**src/design/stnh_ram.sv**
```systemverilog
// single-port-write, single-port-read memory with registered read data
module stnh_ram #(
  parameter int WIDTH = 8,
  parameter int DEPTH = 64,
  parameter int AW    = (DEPTH > 1) ? $clog2(DEPTH) : 1
) (
  input  logic             clk,
  input  logic             we,
  input  logic [AW-1:0]    waddr,
  input  logic [WIDTH-1:0] wdata,
  input  logic [AW-1:0]    raddr,
  output logic [WIDTH-1:0] rdata
);

  logic [WIDTH-1:0] mem [DEPTH];

  always_ff @(posedge clk) begin
    if (we) begin
      mem[waddr] <= wdata;
    end
    rdata <= mem[raddr];
  end

endmodule

```
**config.mk**
```make
export PLATFORM = sky130hd
export DESIGN_NAME = stnh_ram
export DESIGN_NICKNAME = d
export VERILOG_FILES = /design/src/design/stnh_ram.sv
export SDC_FILE = /design/constraint.sdc
export NUM_CORES = 1
export LEC_CHECK = 0
export BUFFER_PORTS_ARGS = -buffer_cell sky130_fd_sc_hd__buf_2
export CAP_MARGIN = 25
export CORE_AREA = 2 2 195 197
export CTS_BUF_LIST = sky130_fd_sc_hd__clkbuf_16
export DETAILED_ROUTE_END_ITERATION = 8
export DIE_AREA = 0 0 197 199
export HOLD_SLACK_MARGIN = 0.08
export PLACE_DENSITY = 0.75
export SLEW_MARGIN = 15
export SYNTH_ARGS = -nofsm -noshare
export SYNTH_HDL_FRONTEND = slang
export SYNTH_SLANG_ARGS = --single-unit
```
**constraint.sdc**
```tcl
create_clock -name clk -period 2.18 [get_ports clk]
set_input_delay 0.327 -clock clk [delete_from_list [all_inputs] [get_ports clk]]
set_output_delay 0.327 -clock clk [all_outputs]
set_load 0.005 [all_outputs]
```
==> qor.log <==
qor: floorplanning.io-pin-count 30
qor: setup_path.critical-path-slowest-cell sky130_fd_sc_hd__mux4_2
qor: place.port_buffers 29
qor: setup_path.cp-end-kind register
qor: sta.hold_violations 0
qor: sta.setup_viol 0
qor: synth.async_flop_share 0
qor: sta.fin_setup_tns 0 ns
qor: layout.num-fill-cells 2422
qor: clock_tree.tritoncts.num_buffers 50
qor: setup_path.worst-endpoint-arrival 2.45 ns
qor: grt.grt.total_usage 0.239
qor: clock_tree.cts-root-to-sink-buffers 3
qor: setup_path.worstReg2RegStart mem[21][6]
qor: clock_tree.post-cts-setup-buffers 0
qor: run_status.outcome finished clean
qor: setup_path.timing.rr.end rdata[6]
qor: routing.wl_per_cell 27.4 um
qor: sta.rsz0062_at_grt no
qor: clock_tree.h-tree-depth 2
qor: sta.final_min_period_over_clock_period 0.932
qor: sta.max_slew.worst_pin.slew 0.667 ns
qor: sta.setup_ws 0.148 ns
qor: clock_tree.tritoncts_num_sinks 520
qor: setup_path.worstRegToRegCells 6
qor: layout.areaGrowthSynthToFinish 17.2%
qor: place.placement.cell_area 21900 um2
qor: synth.ys.warnings.count 0
qor: clock_tree.cts_tree built
qor: routing.drcViolationCount 0
qor: sta.clock-skew-final 0.0178 ns
qor: synth.synth_top_family_by_area multiplexers
qor: place.placedCellCount 1546
qor: power.ir_drop 0.502 mV
qor: floorplanning.floorplan_die_height 199 um
qor: routing.initialDrtViolationCount 1211
qor: layout.final_layout_size_suffix_gt1_frac 0.339
qor: layout.stdcell_area 23600 um2
qor: layout.postLayoutCoreUtil 0.636
qor: place.gpl.final_weighted_congestion 0.854
qor: hold_path.hold_path_startpoint raddr[5]
qor: sta.hold-worst-slack 0.225 ns
qor: floorplanning.die_area 39200 um2
qor: sta.timing.fmax 492 MHz
qor: synth.netlist_top_cells_area sky130_fd_sc_hd__edfxtp_1, sky130_fd_sc_hd__mux4_2, sky130_fd_sc_hd__nor2_1, sky130_fd_sc_hd__mux2i_1, sky130_fd_sc_hd__dfxtp_1
qor: synth.synth.top_cell.area_share 0.762
qor: setup_path.worst-setup-path-type reg -> reg
qor: hold_path.worst_min_path_class in -> reg
qor: layout.layoutNonFillerInstCount 1639
qor: clock_tree.cts.root.buffer_cell sky130_fd_sc_hd__clkbuf_16
qor: setup_path.critical_path_peak_fanout 1
qor: synth.share_of_synthesized_area_spent_on_multiplexers 0.159
qor: synth.synthesis.area 20200 um2
qor: floorplanning.die_w 197 um
qor: synth.synth_simple_gate_area_frac 0.0339
qor: synth.synthesis.instances 940
qor: setup_path.peak_per_stage_delay_on_the_critical_path 0.47 ns
qor: grt.grt_first_pass_wirelength 67.5 mm
qor: grt.grt_antenna_before_repair 2
qor: synth.top_reg_cell_synth sky130_fd_sc_hd__edfxtp_1
qor: setup_path.reg2reg_slack 0.15 ns
qor: grt.first_global_vias 10512
qor: sta.max_slew_margin 0.556
qor: synth.synth_xor_area_frac 0
qor: routing.avgViaCountPerCell 6.26
qor: synth.synthAdderAreaFrac 0
qor: routing.detail_route.wirelength 44.9 mm
qor: run.maxCapViolations 0
qor: setup_path.critPathLaunchType register
qor: sta.finalCriticalPeriod 2.03 ns
qor: routing.first_pass_iters 5
qor: synth.synth.ff_latch_count 520
qor: hold_path.worst_hold_stages 3
qor: synth.synth_cell_types 40
qor: floorplanning.initial_utilization 0.543
qor: power.power.leakage 7.78 nW
qor: synth.synth_compound_gate_area_share 0.0207
qor: synth.sequential_to_total_area_share_from_yosys_stat 0.770
qor: synth.postSynthAreaPerCell 21.5 um2
qor: floorplanning.coreArea 37100 um2
qor: place.detailed_place_hpwl 28.6 mm
qor: clock_tree.cts.hold.buffers_added 0
qor: clock_tree.cts_resized 0
qor: layout.finish.net_count 1146
qor: place.place_worst_setup_slack -0.344 ns
qor: setup_path.timing.critical_path.cells mux4_2 -> mux2_2 -> o221a_2 -> nor3_1 -> buf_4 -> o32ai_1
qor: power.power_density 893 nW/um2
qor: sta.final-max-slew-violation-count 0
qor: floorplanning.placementRows 71
qor: synth.number_of_synthesized_flops_with_an_enable_pin 512
qor: power.finalPower 21.1 mW
qor: clock_tree.cts.clk_slew.worst_paths 0.06 ns
qor: routing.detailed_route_via_count 10263
qor: grt.grt_max_degree 65
qor: clock_tree.clock_latency 0.57 ns
qor: routing.antenna_left 0
qor: synth.synthDominantAreaCellType sky130_fd_sc_hd__edfxtp_1
qor: hold_path.hold-path-endpoint rdata[2]
qor: setup_path.worst_path_required 2.60 ns
qor: grt.grt_overflow 0
qor: synth.synth_fp_nets 962
[cell usage after synthesis (3+ instances only)]
library cell	count
sky130_fd_sc_hd__a211oi_1	4
sky130_fd_sc_hd__a21oi_1	3
sky130_fd_sc_hd__a221oi_1	6
sky130_fd_sc_hd__a22oi_1	3
sky130_fd_sc_hd__buf_1	4
sky130_fd_sc_hd__buf_2	11
sky130_fd_sc_hd__buf_4	13
sky130_fd_sc_hd__buf_6	4
sky130_fd_sc_hd__clkbuf_1	17
sky130_fd_sc_hd__dfxtp_1	8
sky130_fd_sc_hd__edfxtp_1	512
sky130_fd_sc_hd__mux2_2	13
sky130_fd_sc_hd__mux2i_1	23
sky130_fd_sc_hd__mux4_2	126
sky130_fd_sc_hd__nand2_1	19
sky130_fd_sc_hd__nand2b_1	7
sky130_fd_sc_hd__nand3_1	13
sky130_fd_sc_hd__nand3b_1	3
sky130_fd_sc_hd__nor2_1	83
sky130_fd_sc_hd__nor2b_1	14
sky130_fd_sc_hd__nor3_1	7
sky130_fd_sc_hd__o2111ai_1	3
sky130_fd_sc_hd__o221ai_1	8
sky130_fd_sc_hd__o22ai_1	8
sky130_fd_sc_hd__o2bb2ai_1	3
[sequential cells by signal (all words and copies together) (netlist names)]
register	flops
mem	512
rdata	8
[routing by layer]
layer,wire [um],vias to the layer above,GRT usage
met3,3640,92,0.0449
met2,22000,551,0.385
met5,16,-,0
met1,17700,5319,0.330
li1,-,4299,-
met4,1500,2,0.0927
[worst max-delay path by stage]
stage,start,endpoint,slack [ns],cells past startpoint
2_1_floorplan,raddr[1],rdata[3],0.19,7
3_3_place_gp,raddr[0],rdata[0],-0.32,7
3_5_place_dp,raddr[0],rdata[0],-0.34,7
4_1_cts,mem[21][6],rdata[6],0.15,6
5_1_grt,mem[21][6],rdata[6],0.09,6
6_report,mem[21][6],rdata[6],0.15,6
[cell families after synthesis]
kind of cell / after synthesis
DFF: 520
muxes: 162
and+or+nand+nor: 153
AOI/OAI and AO/OA: 54
buffers and inverters: 51
[worst max-delay path, delay by kind of cell, from the launching register on]
family	cells	cell delay (ns)
muxes	2	0.75
buffers and inverters	1	0.16
AOI/OAI and AO/OA	2	0.39
DFF	1	0.37
and+or+nand+nor	1	0.22
[final cells by class]
| type | count | area (um2) | area share |
|---|---|---|---|
| flip-flops and latches | 520 | 15500 | 0.658 |
| diodes | 1 | 2.50 | 0.000106 |
| clock buffers | 51 | 1280 | 0.0540 |
| clock inverters | 41 | 427 | 0.0181 |
| multi-input cells | 369 | 4320 | 0.183 |
| repair buffers | 183 | 1480 | 0.0625 |
| well taps | 474 | 593 | 0.0251 |
[layout by cell type, fill, tap and decap left out, types with 4 or more instances in the layout]
cell,count
sky130_fd_sc_hd__o221ai_1,8
sky130_fd_sc_hd__inv_1,10
sky130_fd_sc_hd__buf_12,13
sky130_fd_sc_hd__edfxtp_1,512
sky130_fd_sc_hd__nand3_1,13
sky130_fd_sc_hd__mux4_2,126
sky130_fd_sc_hd__dfxtp_1,8
sky130_fd_sc_hd__nor3_1,7
sky130_fd_sc_hd__o22ai_1,8
sky130_fd_sc_hd__nand2b_1,7
sky130_fd_sc_hd__a221oi_1,6
sky130_fd_sc_hd__bufinv_16,9
sky130_fd_sc_hd__clkinv_1,11
sky130_fd_sc_hd__buf_2,26
sky130_fd_sc_hd__buf_4,143
sky130_fd_sc_hd__mux2_2,13
sky130_fd_sc_hd__nor2_1,83
sky130_fd_sc_hd__mux2i_1,23
sky130_fd_sc_hd__nor2b_1,14
sky130_fd_sc_hd__clkbuf_16,51
sky130_fd_sc_hd__a211oi_1,4
sky130_fd_sc_hd__clkinv_2,6
sky130_fd_sc_hd__nand2_1,19
[power breakdown]
group          internal, mW  switching [mW]
sequential             11.1          0.0355
combinational         0.485           0.652
clock                  5.31            3.56
total                  16.9            4.24
Note: power is estimated with default switching activity, not from simulation.
